<file path="config.mk">
export PLATFORM = sky130hd
export DESIGN_NAME = hsv_to_rgb_converter
export DESIGN_NICKNAME = d
export VERILOG_FILES = /design/src/sv/hsvrgb_pkg.sv /design/src/sv/hsvrgb_front.sv /design/src/sv/hsvrgb_queue.sv /design/src/sv/hsvrgb_back.sv /design/src/sv/hsv_to_rgb_converter.sv
export SDC_FILE = /design/constraint.sdc
export NUM_CORES = 1
export LEC_CHECK = 0
export ABC_CLOCK_PERIOD_IN_PS = 9200
export BUFFER_PORTS_ARGS = -buffer_cell sky130_fd_sc_hd__buf_2
export CAP_MARGIN = 20
export CELL_PAD_IN_SITES_DETAIL_PLACEMENT = 1
export CELL_PAD_IN_SITES_GLOBAL_PLACEMENT = 2
export CORE_MARGIN = 2
export CORE_UTILIZATION = 40
export CTS_CLUSTER_DIAMETER = 50
export DETAILED_ROUTE_END_ITERATION = 16
export GPL_ROUTABILITY_DRIVEN = 0
export PLACE_DENSITY_LB_ADDON = 0.1
export REMOVE_ABC_BUFFERS = 1
export SLEW_MARGIN = 20
export SYNTH_ARGS = -nofsm -noshare
export SYNTH_HDL_FRONTEND = slang
export SYNTH_HIERARCHICAL = 1
export SYNTH_SLANG_ARGS = --single-unit
</file>
<file path="constraint.sdc">
create_clock -name clk -period 9.2 [get_ports clk]
set_input_delay 1.84 -clock clk [delete_from_list [all_inputs] [get_ports clk]]
set_output_delay 1.84 -clock clk [all_outputs]
set_load 0.02 [all_outputs]
</file>
<file path="src/sv/hsvrgb_pkg.sv">
// Shared types and constants for the HSV to RGB pixel converter.
package hsvrgb_pkg;

  localparam int SECTOR_STEPS = 43;
  localparam int OFFSET_SCALE = 6;
  localparam int FULL_LEVEL   = 255;

  localparam int MID_DEPTH  = 4;
  localparam int MID_PTR_W  = (MID_DEPTH > 1) ? $clog2(MID_DEPTH) : 1;
  localparam int MID_CNT_W  = $clog2(MID_DEPTH + 1);

  localparam int OUT_DEPTH  = 4;
  localparam int OUT_PTR_W  = (OUT_DEPTH > 1) ? $clog2(OUT_DEPTH) : 1;
  // Room for the queue fill plus the two words in flight in the pipeline.
  localparam int OUT_CNT_W  = $clog2(OUT_DEPTH + 3);

  typedef enum logic [2:0] {
    SEC_RED_TO_YELLOW,
    SEC_YELLOW_TO_GREEN,
    SEC_GREEN_TO_CYAN,
    SEC_CYAN_TO_BLUE,
    SEC_BLUE_TO_MAGENTA,
    SEC_MAGENTA_TO_RED
  } sector_t;

  typedef struct packed {
    logic [7:0] hue;
    logic [7:0] saturation;
    logic [7:0] brightness;
  } hsv_t;

  typedef struct packed {
    logic [7:0] red_out;
    logic [7:0] green_out;
    logic [7:0] blue_out;
  } rgb_t;

  // Classified pixel handed from the front end to the back end.
  typedef struct packed {
    logic       grey;
    sector_t    sector;
    logic [7:0] offset;
    logic [7:0] saturation;
    logic [7:0] brightness;
  } pix_class_t;

endpackage

</file>
<file path="src/sv/hsvrgb_front.sv">
// Front end: accepts pixels, finds the hue sector and scaled offset, holds one word.
module hsvrgb_front (
  input  logic                    clk,
  input  logic                    rst,
  input  logic                    push,
  output logic                    full,
  input  hsvrgb_pkg::hsv_t        hsv,
  output logic                    word_valid,
  input  logic                    queue_full,
  output hsvrgb_pkg::pix_class_t  word
);
  import hsvrgb_pkg::*;

  logic       valid;
  logic       valid_next;
  logic       take;
  logic       move;
  pix_class_t word_next;
  sector_t    sector;
  logic [7:0] base;
  logic [7:0] diff;

  always_comb begin
    priority if (hsv.hue >= 8'(5 * SECTOR_STEPS)) begin
      sector = SEC_MAGENTA_TO_RED;
      base   = 8'(5 * SECTOR_STEPS);
    end else if (hsv.hue >= 8'(4 * SECTOR_STEPS)) begin
      sector = SEC_BLUE_TO_MAGENTA;
      base   = 8'(4 * SECTOR_STEPS);
    end else if (hsv.hue >= 8'(3 * SECTOR_STEPS)) begin
      sector = SEC_CYAN_TO_BLUE;
      base   = 8'(3 * SECTOR_STEPS);
    end else if (hsv.hue >= 8'(2 * SECTOR_STEPS)) begin
      sector = SEC_GREEN_TO_CYAN;
      base   = 8'(2 * SECTOR_STEPS);
    end else if (hsv.hue >= 8'(SECTOR_STEPS)) begin
      sector = SEC_YELLOW_TO_GREEN;
      base   = 8'(SECTOR_STEPS);
    end else begin
      sector = SEC_RED_TO_YELLOW;
      base   = 8'd0;
    end
  end

  // The offset within a sector is at most 42, so the scaled value fits in 8 bits.
  assign diff = hsv.hue - base;

  always_comb begin
    word_next.grey       = (hsv.saturation == 8'd0);
    word_next.sector     = sector;
    word_next.offset     = 8'(diff * 8'(OFFSET_SCALE));
    word_next.saturation = hsv.saturation;
    word_next.brightness = hsv.brightness;
  end

  assign move       = valid && !queue_full;
  assign full       = valid && queue_full;
  assign take       = push && !full;
  assign valid_next = take || (valid && !move);
  assign word_valid = valid;

  always_ff @(posedge clk) begin
    if (rst) begin
      valid <= 1'b0;
    end else begin
      valid <= valid_next;
    end
    if (take) begin
      word <= word_next;
    end
  end

endmodule

</file>
<file path="src/sv/hsvrgb_queue.sv">
// Short queue of classified words between the front and back ends.
module hsvrgb_queue (
  input  logic                    clk,
  input  logic                    rst,
  input  logic                    wr_en,
  input  hsvrgb_pkg::pix_class_t  wr_word,
  output logic                    full,
  input  logic                    rd_en,
  output hsvrgb_pkg::pix_class_t  rd_word,
  output logic                    empty
);
  import hsvrgb_pkg::*;

  pix_class_t           store [MID_DEPTH];
  logic [MID_PTR_W-1:0] wr_ptr;
  logic [MID_PTR_W-1:0] rd_ptr;
  logic [MID_CNT_W-1:0] count;
  logic                 do_wr;
  logic                 do_rd;

  assign full    = (count == MID_CNT_W'(MID_DEPTH));
  assign empty   = (count == '0);
  assign do_wr   = wr_en && !full;
  assign do_rd   = rd_en && !empty;
  assign rd_word = store[rd_ptr];

  always_ff @(posedge clk) begin
    if (rst) begin
      wr_ptr <= '0;
      rd_ptr <= '0;
      count  <= '0;
    end else begin
      if (do_wr) begin
        wr_ptr <= (wr_ptr == MID_PTR_W'(MID_DEPTH - 1)) ? '0 : wr_ptr + 1'b1;
      end
      if (do_rd) begin
        rd_ptr <= (rd_ptr == MID_PTR_W'(MID_DEPTH - 1)) ? '0 : rd_ptr + 1'b1;
      end
      if (do_wr && !do_rd) begin
        count <= count + 1'b1;
      end else if (do_rd && !do_wr) begin
        count <= count - 1'b1;
      end
    end
    if (do_wr) begin
      store[wr_ptr] <= wr_word;
    end
  end

endmodule

</file>
<file path="src/sv/hsvrgb_back.sv">
// Back end: two-stage level pipeline, channel ordering and the result queue.
module hsvrgb_back (
  input  logic                    clk,
  input  logic                    rst,
  input  logic                    word_avail,
  input  hsvrgb_pkg::pix_class_t  word,
  output logic                    word_take,
  input  logic                    pop,
  output logic                    empty,
  output hsvrgb_pkg::rgb_t        rgb
);
  import hsvrgb_pkg::*;

  // Stage one: the saturation products and the p level.
  logic       v1;
  logic       grey1;
  sector_t    sector1;
  logic [7:0] val1;
  logic [7:0] dq1;
  logic [7:0] dt1;
  logic [7:0] p1;
  logic [15:0] dq_prod;
  logic [15:0] dt_prod;
  logic [15:0] p_prod;

  // Stage two: the q and t levels and the channel order.
  logic        v2;
  rgb_t        rgb2;
  rgb_t        rgb2_next;
  logic [15:0] q_prod;
  logic [15:0] t_prod;
  logic [7:0]  q;
  logic [7:0]  t;

  // Result queue.
  rgb_t                 store [OUT_DEPTH];
  logic [OUT_PTR_W-1:0] wr_ptr;
  logic [OUT_PTR_W-1:0] rd_ptr;
  logic [OUT_CNT_W-1:0] count;
  logic [OUT_CNT_W-1:0] committed;
  logic                 do_rd;

  // A word is issued only when the result queue is sure to have a slot for it,
  // so the pipeline itself never has to stall.
  assign committed = count + OUT_CNT_W'(v1) + OUT_CNT_W'(v2);
  assign word_take = word_avail && (committed < OUT_CNT_W'(OUT_DEPTH));

  assign dq_prod = 16'(word.saturation) * 16'(word.offset);
  assign dt_prod = 16'(word.saturation) * 16'(8'(FULL_LEVEL) - word.offset);
  assign p_prod  = 16'(word.brightness) * 16'(8'(FULL_LEVEL) - word.saturation);

  always_ff @(posedge clk) begin
    if (rst) begin
      v1 <= 1'b0;
    end else begin
      v1 <= word_take;
    end
    if (word_take) begin
      grey1   <= word.grey;
      sector1 <= word.sector;
      val1    <= word.brightness;
      dq1     <= dq_prod[15:8];
      dt1     <= dt_prod[15:8];
      p1      <= p_prod[15:8];
    end
  end

  assign q_prod = 16'(val1) * 16'(8'(FULL_LEVEL) - dq1);
  assign t_prod = 16'(val1) * 16'(8'(FULL_LEVEL) - dt1);
  assign q      = q_prod[15:8];
  assign t      = t_prod[15:8];

  always_comb begin
    if (grey1) begin
      rgb2_next = '{red_out: val1, green_out: val1, blue_out: val1};
    end else begin
      unique case (sector1)
        SEC_RED_TO_YELLOW:   rgb2_next = '{red_out: val1, green_out: t,    blue_out: p1};
        SEC_YELLOW_TO_GREEN: rgb2_next = '{red_out: q,    green_out: val1, blue_out: p1};
        SEC_GREEN_TO_CYAN:   rgb2_next = '{red_out: p1,   green_out: val1, blue_out: t};
        SEC_CYAN_TO_BLUE:    rgb2_next = '{red_out: p1,   green_out: q,    blue_out: val1};
        SEC_BLUE_TO_MAGENTA: rgb2_next = '{red_out: t,    green_out: p1,   blue_out: val1};
        default:             rgb2_next = '{red_out: val1, green_out: p1,   blue_out: q};
      endcase
    end
  end

  always_ff @(posedge clk) begin
    if (rst) begin
      v2 <= 1'b0;
    end else begin
      v2 <= v1;
    end
    if (v1) begin
      rgb2 <= rgb2_next;
    end
  end

  assign empty = (count == '0);
  assign do_rd = pop && !empty;
  assign rgb   = store[rd_ptr];

  always_ff @(posedge clk) begin
    if (rst) begin
      wr_ptr <= '0;
      rd_ptr <= '0;
      count  <= '0;
    end else begin
      if (v2) begin
        wr_ptr <= (wr_ptr == OUT_PTR_W'(OUT_DEPTH - 1)) ? '0 : wr_ptr + 1'b1;
      end
      if (do_rd) begin
        rd_ptr <= (rd_ptr == OUT_PTR_W'(OUT_DEPTH - 1)) ? '0 : rd_ptr + 1'b1;
      end
      if (v2 && !do_rd) begin
        count <= count + 1'b1;
      end else if (do_rd && !v2) begin
        count <= count - 1'b1;
      end
    end
    if (v2) begin
      store[wr_ptr] <= rgb2;
    end
  end

endmodule

</file>
<file path="src/sv/hsv_to_rgb_converter.sv">
// Top level of the HSV to RGB pixel converter.
//
//   channel  handshake       word   direction
//   pixel    push / full     hsv    in   (hue, saturation, brightness)
//   colour   pop  / empty    rgb    out  (red_out, green_out, blue_out)
//
// One word is accepted every clock while full is low; a result passes the front
// register, the classified-word queue, the two multiplier stages of the back end
// and the result queue before it can be popped.
// Reset (rst, synchronous) empties both queues and the pipeline; no clearing pass.
// When pop is held low the result queue fills and full rises once the middle queue
// and the front register are also occupied; either side may stall on its own.
module hsv_to_rgb_converter (
  input  logic              clk,
  input  logic              rst,
  input  logic              push,
  output logic              full,
  input  hsvrgb_pkg::hsv_t  hsv,
  input  logic              pop,
  output logic              empty,
  output hsvrgb_pkg::rgb_t  rgb
);
  import hsvrgb_pkg::*;

  pix_class_t front_word;
  pix_class_t mid_word;
  logic       front_valid;
  logic       mid_full;
  logic       mid_empty;
  logic       mid_take;

  hsvrgb_front u_front (
    .clk        (clk),
    .rst        (rst),
    .push       (push),
    .full       (full),
    .hsv        (hsv),
    .word_valid (front_valid),
    .queue_full (mid_full),
    .word       (front_word)
  );

  hsvrgb_queue u_queue (
    .clk     (clk),
    .rst     (rst),
    .wr_en   (front_valid),
    .wr_word (front_word),
    .full    (mid_full),
    .rd_en   (mid_take),
    .rd_word (mid_word),
    .empty   (mid_empty)
  );

  hsvrgb_back u_back (
    .clk        (clk),
    .rst        (rst),
    .word_avail (!mid_empty),
    .word       (mid_word),
    .word_take  (mid_take),
    .pop        (pop),
    .empty      (empty),
    .rgb        (rgb)
  );

endmodule

</file>
== Word level (Yosys, flattened, before mapping) ==
Memories as Yosys holds them, arrays and structs flattened. A register that Yosys moved wholly into a read port is not among the register bits.
Index checks and enable logic that the tools add are counted.
Cells by class
  $lt $le $gt $ge: 6
  reductions and logical operators: 27
  add/subtract/negate cells: 15
  equal/unequal tests: 9
  muxes and demuxes: 27
  multipliers: 6
Operators by type and width (count)
  case mux 24 bit (5 select lines): 1
  multiplier 8 x 16 -> 16 bit: 4
  subtractor 8 x 8 -> 9 bit (first input constant): 4
  2-to-1 mux 8 bit: 4
  greater-or-equal comparator 8 bit (second input constant): 3
  2-to-1 mux 24 bit: 1
  2-to-1 mux 3 bit: 6
  multiplier 8 x 8 -> 16 bit: 1
  2-to-1 mux 2 bit: 8
  logical AND 1 bit: 11
  logical NOT 3 bit: 3
  adder 2 x 1 -> 2 bit (second input constant): 4
  equality test 2 bit (second input constant): 4
  greater-or-equal comparator 8 x 6 -> 1 bit (second input constant): 1
  greater-or-equal comparator 8 x 7 -> 1 bit (second input constant): 1
  logical NOT 1 bit: 8
  logical NOT 8 bit: 1
  multiplier 8 x 2 -> 7 bit (second input constant): 1
  subtractor 8 bit: 1
  adder 3 x 1 -> 3 bit: 2
  adder 3 x 1 -> 3 bit (second input constant): 2
  equality test 3 x 2 -> 1 bit (second input constant): 2
  equality test 3 bit (second input constant): 2
  2-to-1 mux 1 bit: 6
  other kinds (7): 9
Storage, ports and cells
  bits of input ports: 28
  output and inout bits: 26
  logic and storage cells: 116
  RAM bits: 204
  flip-flop bits (word level): 104
  memories kept: 2
Memory list
  u_queue.store: depth 4, width 27, rd ports 1, clocked after memory_dff 1, write ports 1, line hsvrgb_queue.sv:14  | pix_class_t store [MID_DEPTH];
  u_back.store: depth 4, width 24, rd ports 1, clocked after memory_dff 1, write ports 1, line hsvrgb_back.sv:36  | rgb_t store [OUT_DEPTH];

== Depth between registers and ports, before layout ==
Gate-level depths: netlist (run 1).
  depth in word-level cells: 8
  gate-level depth with buffers: 22
  gate-level depth less buffers: 19

== Modules after synthesis ==
Netlist (run 1), hierarchy kept.
By module, submodules not included
  hsvrgb_back: times used 1, area an instance 16427.0 um^2, cells an instance 1528
  hsvrgb_queue: times used 1, area an instance 4541.9 um^2, cells an instance 196
  hsvrgb_front: times used 1, area an instance 1532.7 um^2, cells an instance 132
  hsv_to_rgb_converter: times used 1, area an instance 3.8 um^2, cells an instance 1

== Least setup slack after synthesis (run 1) ==
OpenSTA, ideal clock, no wires.
  path type: reg2reg
  from: register u_back.val1[4]
  to: register u_back/rgb2[15] (netlist name), data pin
  cell stages (with the launch flop): 20
  library setup time: 0.145 ns
  arrival time: 5.156 ns
  clock period less this slack: 5.301 ns
  slack: 3.899 ns
  required time: 9.055 ns
  buffers on the path: 2
  path through: edfxtp_1 clkbuf_1 inv_1 clkbuf_1 nor2_1 fa_1 fa_1 fa_1 inv_1 fa_1 inv_1 ha_1 a21oi_1 nor2b_1 or2_2 or4_4 a2111o_1 a31oi_1 a211oi_1 o21ai_1
RTL lines
  start: declaration: line hsvrgb_back.sv:18  | logic [7:0] val1;
  start signal: assignment: line hsvrgb_back.sv:61  | val1 <= word.brightness;
  end signal: assignment: line hsvrgb_back.sv:95  | rgb2 <= rgb2_next;
  end: declaration: line hsvrgb_back.sv:28  | rgb_t rgb2;

==> flow_metrics.tcl, run 1 <==
set metrics [dict create \
    die_x_um 241 \
    synth_edf_count 295 \
    area_growth_pct 11.0 \
    syn_avg_cell_area_um2 12.1 \
    cap_violations 0 \
    final_cells 2677 \
    num_vias 13672 \
    ant_nets 0 \
    synth.most_common_cell "edfxtp_1" \
    cts_resized 0 \
    drv_slew 0 \
    period_share_pct 64.3 \
    clkSinkCount 316 \
    fp.dieH_um 241 \
    grt_pass1_vias 15325 \
    worstSkewPairLatency_ns 0.58 \
    wirelength_um 51300 \
    hold_class "flip-flop to flip-flop" \
    portBuffers 53 \
    synthCells 1857 \
    path_max_fanout 28 \
    cts_hold_buf 0 \
    crit_path_end_kind "flip-flop" \
    ys_seq_area_share_pct 41.2 \
    cts-root-buf "clkbuf_16" \
    io_pins 54 \
    synthArstFlopShare_pct 0 \
    layout.nets 2300 \
    finalHoldViolations 0 \
    setup_slack_ns 3.29 \
    drt_iter0_markers 525 \
    slew_headroom_pct 32.1 \
    dp_slack_ns 3.25 \
    grt_max_degree 39 \
    crit_path_frequent_cell "fa_1" \
    start_util_pct 40.6 \
    yosysWarnings 6 \
    cts_made_buffers 40 \
    rsz0062_at_grt "no" \
    critPathBufInv 4 \
    cts_max_path_buffers 3 \
    netlist_top_cells_area "edfxtp_1, fa_1, ha_1, mux4_2, inv_1" \
    max_freq_mhz 169 \
    cts.clk_slew.worst_paths_ns 0.06 \
    synthFlopType "edfxtp_1" \
    gr-usage-all-layers_pct 18.6 \
    ys_seq_elements 316 \
    tightest_slew_ns 1.02 \
    status "finished, final reports clean" \
    post-cts-setup-buffers 0 \
    hpwl_um 37500 \
    critPathKind "flip-flop to flip-flop" \
    antenna_cells 0 \
    path_delay_family "adder cells" \
    drc 0 \
    grt_pass1_wl_um 84100 \
    wire_per_inst_um 19.2 \
    setup_viol 0 \
    yosysTopAreaCellShare_pct 39.4 \
    cts_tree "yes" \
    row_count 86 \
    synth_cell_types 79 \
    fin_skew_ns 0.0521 \
    crit_chain "buf_4 > mux4_2 > nand2_1 > fa_1 > fa_1 > inv_1 > fa_1 > inv_1 > fa_1 > inv_1 > ha_1 > o21a_1 > a2111oi_2 > o311ai_0 > a21oi_1 > xnor2_1" \
    worst-endpoint-arrival_ns 6.20 \
    grt_overflow_total 0 \
    syn_area_mm2 0.0225 \
    ctsHtreeMaxLevel 2 \
    slowest_stage "mux4_2" \
    max_stage_delay_ns 0.88 \
    fp.coreArea_mm2 0.0554 \
    period_minus_slack_ns 5.91 \
    via_per_inst 5.11 \
    yosys-top-cells-count "edfxtp_1, inv_1, ha_1, fa_1, nor2b_1" \
    dieArea_mm2 0.0582 \
    dp.cells 2604 \
    yosys.area.top_type "edfxtp_1" \
    tns_ns 0 \
    drive_gt1_share_pct 11.0 \
    drtPass1Iterations 6 \
    cp_data_required_time_ns 9.48 \
    antenna_found_initial 0 \
    critPathLaunchType "flip-flop" \
]
==> cell families after synthesis <==
group | after synthesis | synth area share [%]
compound gates | 195 | 5.79
buf+inv | 341 | 5.92
simple gates | 525 | 12.8
flops | 316 | 41.2
mux | 64 | 5.75
fa+ha+maj | 374 | 26.9
other cells | 1 | 0.0167
xor+xnor | 41 | 1.66
==> metrics by stage <==
step	util (%)	area [µm²]	hold WS (ns)
2_1_floorplan	-	22200	0.456
3_3_place_gp	42.5	23500	0.465
3_5_place_dp	42.5	23500	0.487
4_1_cts	45.1	25000	0.482
5_1_grt	45.1	25000	0.508
6_report	45.1	25000	0.476
==> cell usage in the layout, fill, tap and decap left out, types with 9 or more instances in the layout <==
cell       count
mux4_2        52
o21ai_0       37
clkbuf_16     40
xor2_1        14
nor2_1       103
a21oi_1       46
o21a_1        10
nor2b_1      135
nor3_1        22
mux2i_1       10
edfxtp_1     295
buf_2         53
a21o_1        10
nand3_1       11
xnor2_1       26
dfxtp_1       19
o31ai_1        9
buf_4         19
and3_1        13
nand2b_1     101
and2_1        53
nand2_1       59
fa_1         182
inv_1        266
o21ai_1       11
ha_1         192
==> area by class of cell <==
class	count	area (µm²)
Timing Repair Buffer	72	408
Sequential cell	316	9280
Tap cell	748	936
Multi-Input combinational cell	1200	11900
Clock buffer	41	1000
Clock inverter	32	430
Fill cell	5813	30400
Inverter	268	1020
==> per-layer routing <==
layer / global-route usage (%) / vias to the layer above / routed length, µm
met5: 0 / - / 0
met2: 33.8 / 139 / 26600
met4: 4.62 / 0 / 1120
li1: - / 6410 / -
met3: 2.46 / 59 / 1170
met1: 23.4 / 7064 / 22500
==> sequential cells by signal (all words and copies together) (netlist names), 3 cells and up, named ones only <==
| signal | cells |
|---|---|
| u_queue/store | 112 |
| u_back/rgb2 | 24 |
| u_back/sector1 | 3 |
| u_back/p1 | 8 |
| u_back/dt1 | 8 |
| u_back/store | 96 |
| u_back/count | 3 |
| u_back/dq1 | 8 |
| u_back/val1 | 8 |
| u_queue/count | 3 |
| u_front/word | 27 |
==> final timing paths <==
kind / from / endpoint / slack, ns / cells after the start
worst max-delay path: flip-flop / u_back/dq1[7] / 3.29 / 16
worst min-delay path: u_front/word[2] / u_queue/store[3][2] / 0.48 / 0
worst max register to register: flip-flop / u_back/dq1[7] / 3.29 / 16
worst min register to register: u_front/word[2] / u_queue/store[3][2] / 0.48 / 0
Power of run 1 is not shown: default switching activity piles up to over one toggle a cycle in this logic, so the estimate is an artifact.
==> run 2, diff against run 1 <==
Settings changed: ABC_CLOCK_PERIOD_IN_PS 9200 to 4900.
Clock period 9.2 ns to 4.9 ns, I/O delays scaled along.
==> run 2 against run 1 <==
- the run now ends with negative setup slack left
- critical path depth increased by 6
- worst hold slack improved by 0.017 ns
- clock skew fell by 0.023 ns
- fmax increased by 16%
- global-route usage rose by 1.1 points
- highest routed layer unchanged
==> flow_metrics.tcl, run 2 (same netlist as run 1, synthesis figures left out) <==
set metrics [dict create \
    cp_data_required_time_ns 5.22 \
    layout_commonest_cell "edfxtp_1" \
    final_area_mm2 0.0285 \
    cts_tree "yes" \
    dp.cells 2771 \
    grt_max_degree 39 \
    setup_viol 20 \
    clkSinkCount 316 \
    final_cells 2936 \
    fp.dieH_um 241 \
    fin_util_pct 51.4 \
    violations "negative setup slack" \
    cts-root-buf "clkbuf_16" \
    final_cell_mix "edfxtp_1, inv_1, buf_4" \
    drt_iter0_markers 526 \
    area_growth_pct 26.6 \
    regMostFlops "u_queue/store" \
    cts.clk_slew.worst_paths_ns 0.06 \
    placed_area_mm2 0.0249 \
    layout.nets 2556 \
    cts_made_buffers 42 \
    dp_slack_ns -0.486 \
    slew_headroom_pct 38.8 \
    period_share_pct 104 \
    grt_pass1_wl_um 88500 \
    status "complete, but fails checks" \
    largest_reg_flops 112 \
    period_minus_slack_ns 5.08 \
    via_per_inst 5.02 \
    hpwl_um 41500 \
    gr-usage-all-layers_pct 19.7 \
    ctsHtreeMaxLevel 2 \
    hold_class "flip-flop to flip-flop" \
    die_x_um 241 \
    rsz0062_at_grt "yes" \
    drc 0 \
    critPathKind "flip-flop to flip-flop" \
    worst-endpoint-arrival_ns 5.40 \
    antenna_found_initial 0 \
    cap_violations 0 \
    dieArea_mm2 0.0582 \
    num_vias 14725 \
    antenna_cells 0 \
    ant_nets 0 \
    tightest_slew_ns 0.917 \
    wirelength_um 56000 \
    drv_slew 0 \
    portBuffers 53 \
    crit_path_end_kind "flip-flop" \
    critPathLaunchType "flip-flop" \
    path_max_fanout 5 \
    start_util_pct 40.6 \
    grt_pass1_vias 16329 \
    reg.largest.list "u_queue/store x112, u_back/store x96, u_front/word x27" \
    worstSkewPairLatency_ns 0.58 \
    io_pins 54 \
    row_count 86 \
    wire_per_inst_um 19.1 \
    fin_skew_ns 0.0290 \
    max_freq_mhz 197 \
    drtPass1Iterations 5 \
    cts_max_path_buffers 3 \
    drive_gt1_share_pct 29.8 \
    finalHoldViolations 0 \
    fp.coreArea_mm2 0.0554 \
    setup_slack_ns -0.182 \
    grt_overflow_total 0 \
]
run 2: cell count changes in the layout (fill, tap and decap cells not counted), sizes merged:
cell,before,now
buf,72,324
bufinv,7,3
clkbuf,41,48
clkinv,14,19
clkinvlp,4,2
mux4,52,53
run 2: area by class of cell:
cell class	instances	area (µm²)
Timing Repair Buffer	325	2730
Clock inverter	31	318
Tap cell	748	936
Clock buffer	47	1070
Fill cell	5706	26900
Multi-Input combinational cell	1201	13100
Sequential cell	316	9280
Inverter	268	1030
run 2: per-layer routing:
layer  track usage (%)  share of wire (%)
met5                 0                  0
met4              4.99                2.0
met3              2.36                2.5
met2              37.4                 54
met1              23.5                 41
run 2: worst paths after layout:
path                    startpoint                   end  slack (ns)  cells past startpoint
hold reg to reg   u_front/word[20]  u_queue/store[0][20]        0.49                      0
setup / recovery         flip-flop          u_back/p1[7]       -0.18                     22
setup reg to reg         flip-flop          u_back/p1[7]       -0.18                     22
hold / removal    u_front/word[20]  u_queue/store[0][20]        0.49                      0
run 2: worst max-delay path: stages, from the launching register on:
cell,delay [ns]
dfxtp_4,0.41
buf_6,0.12
buf_12,0.10
buf_8,0.10
mux4_2,0.61
nand2b_4,0.12
fa_1,0.43
fa_1,0.51
inv_2,0.05
ha_4,0.26
inv_2,0.03
fa_1,0.47
inv_1,0.04
ha_1,0.26
inv_1,0.04
o41ai_2,0.35
a21o_1,0.23
a21oi_4,0.09
o21ai_4,0.17
o211ai_1,0.15
buf_4,0.17
nor2_2,0.07
a211oi_1,0.05
run 2: what timing repair did:
action / CTS / global route
setup endpoints to repair: 45 / 45
resized for setup: 216 / 107
buffers inserted: 54 / 35
hold buffers: 0 / 0
cloned: 3 / 0
pin swaps: 119 / 95
endpoints found under the hold margin: 0 / 0
run 2: per-stage QoR:
step / TNS (ns) / hold slack [ns]
6_report: -1.37 / 0.493
4_1_cts: -3.15 / 0.493
5_1_grt: -7.46 / 0.506
2_1_floorplan: -18.25 / 0.456
3_5_place_dp: -14.75 / 0.482
3_3_place_gp: -11.45 / 0.469
Power of run 2 is left out for the same reason.
